$ cat src/hcbp_pkg.sv
// ----------------------------------------------------------------------------
// hcbp_pkg
// Shared types and constants of the code table and bit packer.
// ----------------------------------------------------------------------------
`default_nettype none

package hcbp_pkg;

    localparam int BYTE_W    = 8;
    localparam int SYMBOL_W  = 8;
    localparam int CODE_IN_W = 32;
    localparam int LEN_IN_W  = 6;
    localparam int CMD_W     = 2;
    localparam int PEND_W    = 7;
    localparam int CNT_W     = 3;
    // symbol, code_bits, code_len packed and padded to whole bytes
    localparam int S_TDATA_W = 48;

    typedef enum logic [CMD_W-1:0] {
        CMD_LOAD   = 2'd0,
        CMD_ENCODE = 2'd1,
        CMD_FLUSH  = 2'd2
    } cmd_t;

    // controller to datapath
    typedef struct packed {
        logic take;    // input item accepted this cycle
        logic merge;   // table word is ready, join it to the pending bits
        logic emit;    // move one byte into the output register
        logic settle;  // keep the leftover bits, item done
    } ctrl_cmd_t;

    // datapath to controller
    typedef struct packed {
        cmd_t in_cmd;
        logic ge8;       // a whole byte is in the accumulator
        logic out_free;  // output register can take a byte
    } dp_status_t;

endpackage

`default_nettype wire

$ cat src/hcbp_ctrl.sv
// ----------------------------------------------------------------------------
// hcbp_ctrl
// Sequencer: accept an item, look up the table, emit bytes, settle.
// ----------------------------------------------------------------------------
`default_nettype none

module hcbp_ctrl (
    input  wire logic                clk,
    input  wire logic                rst_n,
    input  wire logic                in_valid,
    output logic                     in_ready,
    input  wire hcbp_pkg::dp_status_t status,
    output hcbp_pkg::ctrl_cmd_t      cmd
);

    typedef enum logic [1:0] {
        ST_IDLE,
        ST_LOOKUP,
        ST_EMIT
    } state_t;

    state_t state_reg;
    state_t state_next;

    always_comb
    begin
        in_ready   = (state_reg == ST_IDLE);
        cmd.take   = in_ready && in_valid;
        cmd.merge  = (state_reg == ST_LOOKUP);
        cmd.emit   = (state_reg == ST_EMIT) && status.ge8 && status.out_free;
        cmd.settle = (state_reg == ST_EMIT) && !status.ge8;
    end

    always_comb
    begin
        state_next = state_reg;
        unique case (state_reg)
            ST_IDLE:
            begin
                if (cmd.take)
                begin
                    unique case (status.in_cmd)
                        hcbp_pkg::CMD_ENCODE: state_next = ST_LOOKUP;
                        hcbp_pkg::CMD_FLUSH:  state_next = ST_EMIT;
                        default:              state_next = ST_IDLE;
                    endcase
                end
            end
            ST_LOOKUP:
            begin
                state_next = ST_EMIT;
            end
            ST_EMIT:
            begin
                if (cmd.settle)
                begin
                    state_next = ST_IDLE;
                end
            end
            default:
            begin
                state_next = ST_IDLE;
            end
        endcase
    end

    always_ff @(posedge clk or negedge rst_n)
    begin
        if (!rst_n)
        begin
            state_reg <= ST_IDLE;
        end
        else
        begin
            state_reg <= state_next;
        end
    end

endmodule

`default_nettype wire

$ cat config.mk
export PLATFORM = sky130hd
export DESIGN_NAME = hcbp_ctrl
export DESIGN_NICKNAME = d
export VERILOG_FILES = /design/src/hcbp_pkg.sv /design/src/hcbp_ctrl.sv
export SDC_FILE = /design/constraint.sdc
export NUM_CORES = 1
export LEC_CHECK = 0
export BUFFER_PORTS_ARGS = -buffer_cell sky130_fd_sc_hd__buf_2
export CAP_MARGIN = 10
export CORE_AREA = 2 2 39 41
export CTS_CLUSTER_DIAMETER = 50
export DETAILED_ROUTE_END_ITERATION = 16
export DIE_AREA = 0 0 41 43
export GPL_ROUTABILITY_DRIVEN = 0
export GPL_TIMING_DRIVEN = 0
export PLACE_DENSITY_LB_ADDON = 0.15
export REMOVE_ABC_BUFFERS = 1
export SLEW_MARGIN = 15
export SYNTH_ARGS = -nofsm -noshare
export SYNTH_HDL_FRONTEND = slang
export SYNTH_SLANG_ARGS = --single-unit
export TNS_END_PERCENT = 5
$ cat constraint.sdc
create_clock -name clk -period 1.2 [get_ports clk]
set_clock_uncertainty 0.2 [all_clocks]
set_input_delay 0.12 -clock clk [delete_from_list [all_inputs] [get_ports clk]]
set_output_delay 0.12 -clock clk [all_outputs]
set_load 0.005 [all_outputs]
# After elaboration in Yosys (flattened, before gate mapping)
# Index checks and enable logic that the tools add are counted.
[word_totals]
ff_bits = 2
input_bits = 7
output_inout_bits = 5
wordCells = 18
[classes]
eq_ne = 6
n_mux = 4
n_reduce_logical = 7
[ops]
columns = ["op", "count"]
rows = [
  ["case mux 2 bit (3 select lines)", 1],
  ["equality test 2 x 1 -> 1 bit (second input constant)", 2],
  ["equality test 2 bit (second input constant)", 2],
  ["logical AND 1 bit", 4],
  ["2-to-1 mux 2 bit", 2],
  ["case mux 2 bit (2 select lines)", 1],
  ["logical NOT 2 bit", 1],
  ["inequality test 2 x 1 -> 1 bit (second input constant)", 1],
  ["inequality test 2 bit (second input constant)", 1],
  ["AND reduction 2 bit", 1],
  ["logical NOT 1 bit", 1],
]

# Logic depth before layout (Yosys ltp)
# Gate-level depths: netlist (run 1).
[depth]
word_depth = 4
ltp_mapped = 2

# Worst setup path before layout (run 1)
# OpenSTA, ideal clock, no wires.
[synth_timing]
kind = "register -> output"
startpoint = "register state_reg[0]"
endpoint = "output cmd[3] (netlist name)"
t_arrival_ps = 698
required_time_ps = 880
path_slack_ps = 182
stages_incl_launch_ff = 3
path_buffers = 0
path_cell_list = "dfrtp_1 > nor2_2 > and2_1"
[synth_rtl]
columns = ["item", "line", "text"]
rows = [
  ["start, declared", "hcbp_ctrl.sv:22", "state_t state_reg;"],
  ["start signal, assigned", "hcbp_ctrl.sv:75", "state_reg <= state_next;"],
  ["end, declared", "hcbp_ctrl.sv:13", "output hcbp_pkg::ctrl_cmd_t cmd"],
]

==> out/results.txt, run 1 <==
number of placement rows = 14
number of storage elements in the synthesis netlist = 2
CTS root buffer = sky130_fd_sc_hd__clkbuf_4
Hold Path End = state_reg[1]$_DFFE_PN0P_
P&R area growth vs syn = 141%
VDD IR max = 0.575 mV
aggregate routed wire length = 397 um
slack of the worst reg-to-reg path = 0.13 ns
achievable frequency = 744 MHz
count of buffers from port buffering = 11
final worst-path setup slack = -0.144 ns
chip height = 43 um
count of nets left with antenna violations after detail routing = 0
max_slew headroom = 89.7%
Antenna Cells = 0
DRC errors left = 0
max-cap check violation count = 0
number of antenna violations at the first check in global routing = 0
setup repair after global routing missed its margin = yes
first-pass GRT wire length = 655 um
final setup fails = 5
global-route track usage on met2 = 8.44%
capturing point of the worst reg2reg path = state_reg[1]$_DFFE_PN0P_
Core Footprint = 1380 um^2
initial standard-cell utilization of the core = 8.59%
busiest layer in global routing = met4
summed negative setup slack over all endpoints = -0.399 ns
routed via count = 165
ratio of cells with drive above 1 in the final layout = 64.5%
power per cell area = 1570 nW/um^2
Syn Area/Cell = 10.8 um^2
Max stage delay cell, worst path = sky130_fd_sc_hd__dfrtp_2
TritonCTS Buffers = 3
Post-Syn Area = 119 um^2
clock sink total = 2
Clk Latency, worst-skew pair = 0.23 ns
slew of the pin with the lowest slew margin = 0.155 ns
worst hold start = in_valid
library cell occupying the most area in the post-synthesis netlist = sky130_fd_sc_hd__dfrtp_1
met3 routing resource usage after global routing = 1.57%
Die Area = 1760 um^2
maximum fanout along the worst path = 5
nets@finish = 40
source of the worst register-to-register timing path = state_reg[1]$_DFFE_PN0P_
Final Total Pwr = 448 uW
first-pass iteration count of the detailed router = 1
number of flip-flops under the largest register name = 2
CTS tree = yes
synthesized instance count = 11
failing checks = negative setup slack
number of unique standard cell types used by synthesis = 10
data arrival time at the worst-slack endpoint = 1.02 ns
Worst Hold Margin = 0.00173 ns
sequential element share of the synthesized area = 42.1%
vias in the first global route = 186
cell area after layout = 287 um^2
met1 global-route usage = 5.79%
Critical Path RT = 0.88 ns
worst reg-to-reg path cell count = 3
CP startpoint kind = flip-flop
ranking of synthesized cells by area = sky130_fd_sc_hd__dfrtp_1 42%, sky130_fd_sc_hd__and4b_2 9.5%, sky130_fd_sc_hd__and4b_1 8.4%, sky130_fd_sc_hd__a22oi_1 6.3%, sky130_fd_sc_hd__nand3b_1 6.3%
leakage = 0.000141 uW
number of slew-limit violations in the final report = 0
series of cell instances along the critical path = and4b_2, buf_2
endpoints failing hold = 0
I/O pin count = 12
Cells on Worst Hold Path = 3
H-tree lvl count = 1
die width = 41 um
share of the synthesized area in the top cell type = 42.1%
crit-path max cell delay = 0.43 ns
clock-pin slew on the worst setup and hold paths = 0.03 ns
instance area after placement = 194 um^2
maximum number of pins on one net before global-route repair = 6
per-cell routed wire length = 8.45 um
buffer depth of the longest clock path = 2
post-detailed-route via-to-cell ratio = 3.51
worst slack after detailed placement = 0.0745 ns
GRT Overall Usage = 6.33%
worst min path class = input pin to flip-flop
initial drt markers = 0
result of the run = finished, violations left
number of warning messages in the yosys log = 0
nature of the critical path endpoint = primary output
grt total ovfl = 0
critical setup path kind = flip-flop to primary output
final worst path period need = 1.34 ns
share of the cycle needed by the critical path after routing = 112%
==> where the power goes <==
part           internal, uW  switching [uW]
Clock                   111            41.3
Combinational           114            57.4
Sequential             91.6            33.5
==> worst max path at each step <==
stage | startpoint | end | slack (ns) | depth (start not counted)
2_1_floorplan | state_reg[0]$_DFFE_PN0P_ | cmd[3] | 0.18 | 2
3_3_place_gp | state_reg[0]$_DFFE_PN0P_ | cmd[3] | 0.08 | 3
3_5_place_dp | state_reg[0]$_DFFE_PN0P_ | cmd[3] | 0.07 | 3
4_1_cts | state_reg[0]$_DFFE_PN0P_ | cmd[3] | -0.18 | 3
5_1_grt | state_reg[1]$_DFFE_PN0P_ | cmd[3] | -0.20 | 3
6_report | state_reg[0]$_DFFE_PN0P_ | cmd[1] | -0.14 | 2
==> metal layers <==
| metal | wire length, um | share of wire [%] | up-vias |
|---|---|---|---|
| met5 | 0 | 0 | - |
| met4 | 14 | 3.5 | 0 |
| met3 | 59 | 15 | 2 |
| met2 | 171 | 43 | 13 |
| met1 | 152 | 38 | 69 |
| li1 | - | - | 81 |
==> logic make-up (layout without fill, tap and decap cells) <==
group / count (synthesis) / count (layout) / synth area share [%]
AND/OR/NAND/NOR: 8 / 8 / 51.6
flip-flops: 2 / 2 / 42.1
AO/OA/AOI/OAI: 1 / 1 / 6.32
buffers and inverters: 0 / 20 / 0
==> stage by stage <==
stage,std cells,util [%]
2_1_floorplan,11,-
3_3_place_gp,38,14.0
3_5_place_dp,38,14.0
4_1_cts,46,19.3
5_1_grt,47,20.7
6_report,47,20.7
==> cell usage in the layout (no fill, tap or decap), drive strengths merged <==
| cell type | count |
|---|---|
| nor2b | 1 |
| nor3b | 1 |
| and4b | 2 |
| dlygate4sd3 | 5 |
| nor2 | 1 |
| nand3b | 1 |
| buf | 12 |
| and2 | 1 |
| clkbuf | 3 |
| a22oi | 1 |
| nand2b | 1 |
| dfrtp | 2 |
==> cell usage after synthesis <==
master / count
sky130_fd_sc_hd__and2_1: 1
sky130_fd_sc_hd__nand2b_1: 1
sky130_fd_sc_hd__and4b_2: 1
sky130_fd_sc_hd__nand3b_1: 1
sky130_fd_sc_hd__a22oi_1: 1
sky130_fd_sc_hd__dfrtp_1: 2
sky130_fd_sc_hd__nor2_2: 1
sky130_fd_sc_hd__nor2b_1: 1
sky130_fd_sc_hd__nor3b_1: 1
sky130_fd_sc_hd__and4b_1: 1
==> worst max-delay path: cells and delay by family (launching register included) <==
family	cells	cell delay (ns)
buffers and inverters	1	0.10
flip-flops	1	0.43
AND/OR/NAND/NOR	1	0.27
==> final cells by class <==
type,count,area (um^2)
multi-input cells,9,78.8
fillers,150,1100
clock buffers,3,22.5
repair buffers,17,113
well taps,16,20.0
flip-flops and latches,2,52.6
==> what timing repair did <==
action	in CTS	in global routing
hold buffers	5	0
pin swaps	0	4
endpoints found under the setup margin	5	6
gates cloned	0	0
endpoints found under the hold margin	4	0
resized for setup	0	4
setup buffers	0	1
Note: power is estimated with default switching activity, not from simulation.
==> run 2: changes to the inputs <==
- SKIP_CTS_REPAIR_TIMING: default -> 1
==> run 2 against run 1 <==
  * The flow finishes with violations (negative hold slack, negative setup slack)
  * Die area unchanged
  * Fmax about the same
  * Sequential power about the same
  * Design area decreased by 10%
  * Clock power about the same
  * Global-route usage decreased by 0.90 points
  * Routed wire length decreased by 12%
  * Non-clock buffer count decreased by 3
  * Combinational power decreased by 5%
  * Critical path depth unchanged
  * Critical path type unchanged
  * Critical endpoint unchanged
  * Largest cell class unchanged
  * Largest power group unchanged
==> out/results.txt, run 2 (synthesized netlist as in run 1, its figures left out) <==
number of slew-limit violations in the final report = 0 (unchanged)
failing checks = negative hold slack, negative setup slack (was negative setup slack)
source of the worst register-to-register timing path = state_reg[1]$_DFFE_PN0P_ (unchanged)
chip height = 43 um (unchanged)
cell area after layout = 256 um^2 (was 287 um^2)
CTS tree = yes (unchanged)
capturing point of the worst reg2reg path = state_reg[1]$_DFFE_PN0P_ (unchanged)
CP startpoint = state_reg[0]$_DFFE_PN0P_ (unchanged)
slack of the worst reg-to-reg path = 0.13 ns (about the same)
ratio of cells with drive above 1 in the final layout = 71.4% (was 64.5%)
initial standard-cell utilization of the core = 8.59% (unchanged)
final worst-path setup slack = -0.144 ns (about the same)
power per cell area = 1720 nW/um^2 (was 1570 nW/um^2)
Core Footprint = 1380 um^2 (unchanged)
count of nets left with antenna violations after detail routing = 0 (unchanged)
clock-pin slew on the worst setup and hold paths = 0.03 ns (about the same)
share of the cycle needed by the critical path after routing = 112% (about the same)
achievable frequency = 744 MHz (about the same)
maximum number of pins on one net before global-route repair = 6 (unchanged)
setup repair after global routing missed its margin = yes (unchanged)
first-pass iteration count of the detailed router = 2 (was 1)
post-detailed-route via-to-cell ratio = 3.45 (was 3.51)
Worst Hold Margin = -0.0245 ns (was 0.00173 ns)
VDD IR max = 0.563 mV (was 0.575 mV)
worst reg-to-reg path cell count = 3 (unchanged)
buffer depth of the longest clock path = 2 (unchanged)
routed via count = 152 (was 165)
core occupancy in the finished layout = 18.5% (was 20.7%)
Cells on Worst Hold Path = 2 (was 3)
post-layout instance count excluding filler cells = 44 (was 47)
commonest cells after routing, fill and taps aside = 11 x sky130_fd_sc_hd__buf_2, 3 x sky130_fd_sc_hd__clkbuf_4, 2 x sky130_fd_sc_hd__dlygate4sd3_1, 2 x sky130_fd_sc_hd__dfrtp_2 (was 11 x sky130_fd_sc_hd__buf_2, 5 x sky130_fd_sc_hd__dlygate4sd3_1, 3 x sky130_fd_sc_hd__clkbuf_4)
endpoints failing hold = 2 (was 0)
maximum fanout along the worst path = 5 (unchanged)
worst min path class = input pin to flip-flop (unchanged)
worst hold start = status[2] (was in_valid)
count of buffers from port buffering = 11 (unchanged)
dpl cells = 38 (unchanged)
GRT Overall Usage = 5.42% (was 6.33%)
CTS root buffer = sky130_fd_sc_hd__clkbuf_4 (unchanged)
I/O pin count = 12 (unchanged)
grt total ovfl = 0 (unchanged)
critical setup path kind = flip-flop to primary output (unchanged)
Critical Path RT = 0.88 ns (about the same)
DRC errors left = 0 (unchanged)
Antenna Cells = 0 (unchanged)
CP startpoint kind = flip-flop (unchanged)
max_slew headroom = 89.6% (was 89.7%)
slew of the pin with the lowest slew margin = 0.155 ns (about the same)
per-cell routed wire length = 7.95 um (was 8.45 um)
Clk Latency, worst-skew pair = 0.23 ns (about the same)
instance area after placement = 194 um^2 (unchanged)
aggregate routed wire length = 350 um (was 397 um)
most frequent standard cell in the layout excluding fill and tap cells = sky130_fd_sc_hd__buf_2 (unchanged)
P&R area growth vs syn = 116% (was 141%)
result of the run = finished, violations left (unchanged)
max-cap check violation count = 0 (unchanged)
Hold Path End = state_reg[0]$_DFFE_PN0P_ (was state_reg[1]$_DFFE_PN0P_)
leakage = 0.000129 uW (was 0.000141 uW)
final setup fails = 5 (unchanged)
TritonCTS Buffers = 3 (unchanged)
Die Area = 1760 um^2 (unchanged)
nets@finish = 37 (was 40)
nature of the critical path endpoint = primary output (unchanged)
data arrival time at the worst-slack endpoint = 1.02 ns (about the same)
clock sink total = 2 (unchanged)
final worst path period need = 1.34 ns (about the same)
first-pass GRT wire length = 538 um (was 655 um)
number of placement rows = 14 (unchanged)
H-tree lvl count = 1 (unchanged)
die width = 41 um (unchanged)
initial drt markers = 1 (was 0)
number of antenna violations at the first check in global routing = 0 (unchanged)
vias in the first global route = 149 (was 186)
number of flip-flops under the largest register name = 2 (unchanged)
==> run 2: cell types whose count changed in the layout (fill, tap and decap cells not counted) <==
cell / previous run / this run
sky130_fd_sc_hd__dlygate4sd3_1: 5 / 2
==> run 2: critical path: stages, from the launching register on <==
cell                      delay [ns]
sky130_fd_sc_hd__dfrtp_2        0.43
sky130_fd_sc_hd__and4b_2        0.27
sky130_fd_sc_hd__buf_2          0.10
==> run 2: worst max path at each step <==
stage                     cells after the start  endpoint
after floorplan                               2    cmd[3]
after global placement                        3    cmd[3]
after detailed placement                      3    cmd[3]
after CTS                                     3    cmd[3]
after global routing                          3    cmd[3]
final                                         2    cmd[1]
==> run 2: cell type report <==
cell class                 count  area [um^2]
clock buffer                   3         22.5
tap                           16         20.0
multi-input combinational      9         78.8
sequential                     2         52.6
timing repair buffer          14         82.6
fill                         156         1130
==> run 2: routing by layer <==
metal	GRT usage [%]	vias to the layer above	wire length (um)
met4	10.0	0	14
met3	1.57	2	63
met1	5.47	62	144
li1	-	75	-
met5	0	-	0
met2	5.94	13	127
==> run 2: power by group <==
part           internal [uW]  switching, uW
Sequential              91.6           33.6
Combinational            107           56.0
Clock                    111           41.4
==> run 2: metrics by stage <==
stage	TNS (ns)	total power [uW]	worst slack, ns
2_1_floorplan	0	172	0.182
3_3_place_gp	0	235	0.0834
3_5_place_dp	0	236	0.0745
4_1_cts	-0.512	398	-0.181
5_1_grt	-0.643	482	-0.200
6_report	-0.401	440	-0.144
==> run 3: changes to the inputs <==
- SKIP_LAST_GASP: default -> 1
==> run 3 against run 2 <==
  * The run still ends with negative hold slack, negative setup slack left
  * Combinational power about the same
  * Fmax grew 0.37%
  * Design area is 2.0% lower
  * Routed wire length grew 0.29%
  * Clock power barely moved
  * Global-route usage did not move
  * Final cell count stayed put
  * Sequential power hardly changed
  * Largest cell class unchanged
==> out/results.txt, run 3 (synthesized netlist as in run 1, its figures left out) <==
result of the run = finished, violations left (unchanged)
failing checks = negative hold slack, negative setup slack (unchanged)
clock-pin slew on the worst setup and hold paths = 0.03 ns (about the same)
achievable frequency = 747 MHz (was 744 MHz)
initial drt markers = 1 (unchanged)
routed via count = 149 (was 152)
P_int = 306 uW (was 309 uW)
Worst path top cell family by delay = flip-flops (unchanged)
chip height = 43 um (unchanged)
number of inserted filler cells in the final layout = 155 (was 156)
dpl cells = 38 (unchanged)
final worst path period need = 1.34 ns (about the same)
I/O pin count = 12 (unchanged)
end point of the critical path = cmd[1] (unchanged)
CTS root buffer = sky130_fd_sc_hd__clkbuf_4 (unchanged)
aggregate routed wire length = 351 um (was 350 um)
H-tree lvl count = 1 (unchanged)
sequential power share = 28.6% (was 28.4%)
capturing point of the worst reg2reg path = state_reg[1]$_DFFE_PN0P_ (unchanged)
number of buffers and inverters on the critical path = 1 (unchanged)
endpoints failing hold = 2 (unchanged)
GRT Overall Usage = 5.42% (unchanged)
maximum fanout along the worst path = 5 (unchanged)
Die Area = 1760 um^2 (unchanged)
post-layout instance count excluding filler cells = 44 (unchanged)
Max stage delay cell, worst path = sky130_fd_sc_hd__dfrtp_2 (unchanged)
count of buffers from port buffering = 11 (unchanged)
die width = 41 um (unchanged)
leakage = 0.000126 uW (was 0.000129 uW)
clock sink total = 2 (unchanged)
number of stages on the worst setup path = 2 (unchanged)
Final Total Pwr = 437 uW (was 440 uW)
critical setup path kind = flip-flop to primary output (unchanged)
Clk Latency, worst-skew pair = 0.23 ns (about the same)
Antenna Cells = 0 (unchanged)
worst min path class = input pin to flip-flop (unchanged)
buffer depth of the longest clock path = 2 (unchanged)
number of flip-flops under the largest register name = 2 (unchanged)
vias in the first global route = 149 (unchanged)
crit-path max cell delay = 0.42 ns (was 0.43 ns)
first-pass GRT wire length = 538 um (unchanged)
commonest cells after routing, fill and taps aside = 11 x sky130_fd_sc_hd__buf_2, 3 x sky130_fd_sc_hd__clkbuf_4, 2 x sky130_fd_sc_hd__dlygate4sd3_1, 2 x sky130_fd_sc_hd__dfrtp_2 (unchanged)
TritonCTS Buffers = 3 (unchanged)
DRC errors left = 0 (unchanged)
initial standard-cell utilization of the core = 8.59% (unchanged)
data arrival time at the worst-slack endpoint = 1.02 ns (about the same)
source of the worst register-to-register timing path = state_reg[1]$_DFFE_PN0P_ (unchanged)
slew of the pin with the lowest slew margin = 0.155 ns (unchanged)
nets@finish = 37 (unchanged)
CP startpoint = state_reg[0]$_DFFE_PN0P_ (unchanged)
instance area after placement = 194 um^2 (unchanged)
series of cell instances along the critical path = and4b_2, buf_2 (unchanged)
count of nets left with antenna violations after detail routing = 0 (unchanged)
worst reg-to-reg path cell count = 3 (unchanged)
switching share of power = 30.0% (was 29.8%)
portion of total power attributed to combinational logic = 36.6% (was 37.0%)
most frequent standard cell in the layout excluding fill and tap cells = sky130_fd_sc_hd__buf_2 (unchanged)
worst slack after detailed placement = 0.0745 ns (unchanged)
Worst Hold Margin = -0.0245 ns (unchanged)
setup repair after global routing missed its margin = yes (unchanged)
ratio of cells with drive above 1 in the final layout = 67.9% (was 71.4%)
final setup fails = 5 (unchanged)
slack of the worst reg-to-reg path = 0.13 ns (about the same)
post-detailed-route via-to-cell ratio = 3.39 (was 3.45)
number of antenna violations at the first check in global routing = 0 (unchanged)
power dissipated by switching net loads = 131 uW (about the same)
number of placement rows = 14 (unchanged)
P&R area growth vs syn = 112% (was 116%)
grt total ovfl = 0 (unchanged)
first-pass iteration count of the detailed router = 2 (unchanged)
number of slew-limit violations in the final report = 0 (unchanged)
max_slew headroom = 89.6% (unchanged)
Critical Path RT = 0.88 ns (about the same)
Core Footprint = 1380 um^2 (unchanged)
cell area after layout = 251 um^2 (was 256 um^2)
nature of the critical path endpoint = primary output (unchanged)
power per cell area = 1740 nW/um^2 (was 1720 nW/um^2)
maximum number of pins on one net before global-route repair = 6 (unchanged)
CP startpoint kind = flip-flop (unchanged)
VDD IR max = 0.564 mV (was 0.563 mV)
share of the cycle needed by the critical path after routing = 112% (about the same)
CTS tree = yes (unchanged)
max-cap check violation count = 0 (unchanged)
per-cell routed wire length = 7.98 um (was 7.95 um)
clock share of power = 34.8% (was 34.5%)
final worst-path setup slack = -0.139 ns (was -0.144 ns)
==> run 3: cell counts in the layout (fill, tap and decap cells not counted) <==
No cell type changed its count.
==> run 3: worst min-delay path by stage <==
stage / startpoint / to / cells after the start / slack (ns)
floorplan: rst_n / state_reg[0]$_DFFE_PN0P_ / 0 / -0.38
global placement: rst_n / state_reg[1]$_DFFE_PN0P_ / 1 / -0.29
detailed placement: rst_n / state_reg[1]$_DFFE_PN0P_ / 1 / -0.29
CTS: rst_n / state_reg[1]$_DFFE_PN0P_ / 1 / -0.53
global route: status[3] / state_reg[1]$_DFFE_PN0P_ / 3 / -0.002
finish: status[2] / state_reg[0]$_DFFE_PN0P_ / 2 / -0.02
==> run 3: through the flow <==
stage | hold slack, ns | utilization, % | TNS (ns)
after floorplan | -0.376 | - | 0
after global placement | -0.294 | 14.0 | 0
after detailed placement | -0.291 | 14.0 | 0
after CTS | -0.535 | 15.6 | -0.512
after global routing | -0.00218 | 18.2 | -0.739
final | -0.0245 | 18.2 | -0.433
==> run 3: metal layers <==
layer	share of wire [%]	GRT usage [%]
met2	36	5.94
met1	42	5.47
met5	0	0
met3	18	1.57
met4	4.0	10.0
==> run 3: final cells by class <==
| cell class | count | area [um^2] | share of cell area, % |
|---|---|---|---|
| Clock buffer | 3 | 22.5 | 8.96 |
| Multi-Input combinational cell | 9 | 73.8 | 29.4 |
| Sequential cell | 2 | 52.6 | 20.9 |
| Tap cell | 16 | 20.0 | 7.96 |
| Timing Repair Buffer | 14 | 82.6 | 32.8 |
==> run 3: power groups by stage <==
stage          clock network [uW]  logic (uW)  registers, uW
4_1_cts                       162         124            113
5_1_grt                       173         177            130
3_3_place_gp                    0         122            113
6_report                      152         160            125
3_5_place_dp                    0         122            114
2_1_floorplan                   0        63.9            108
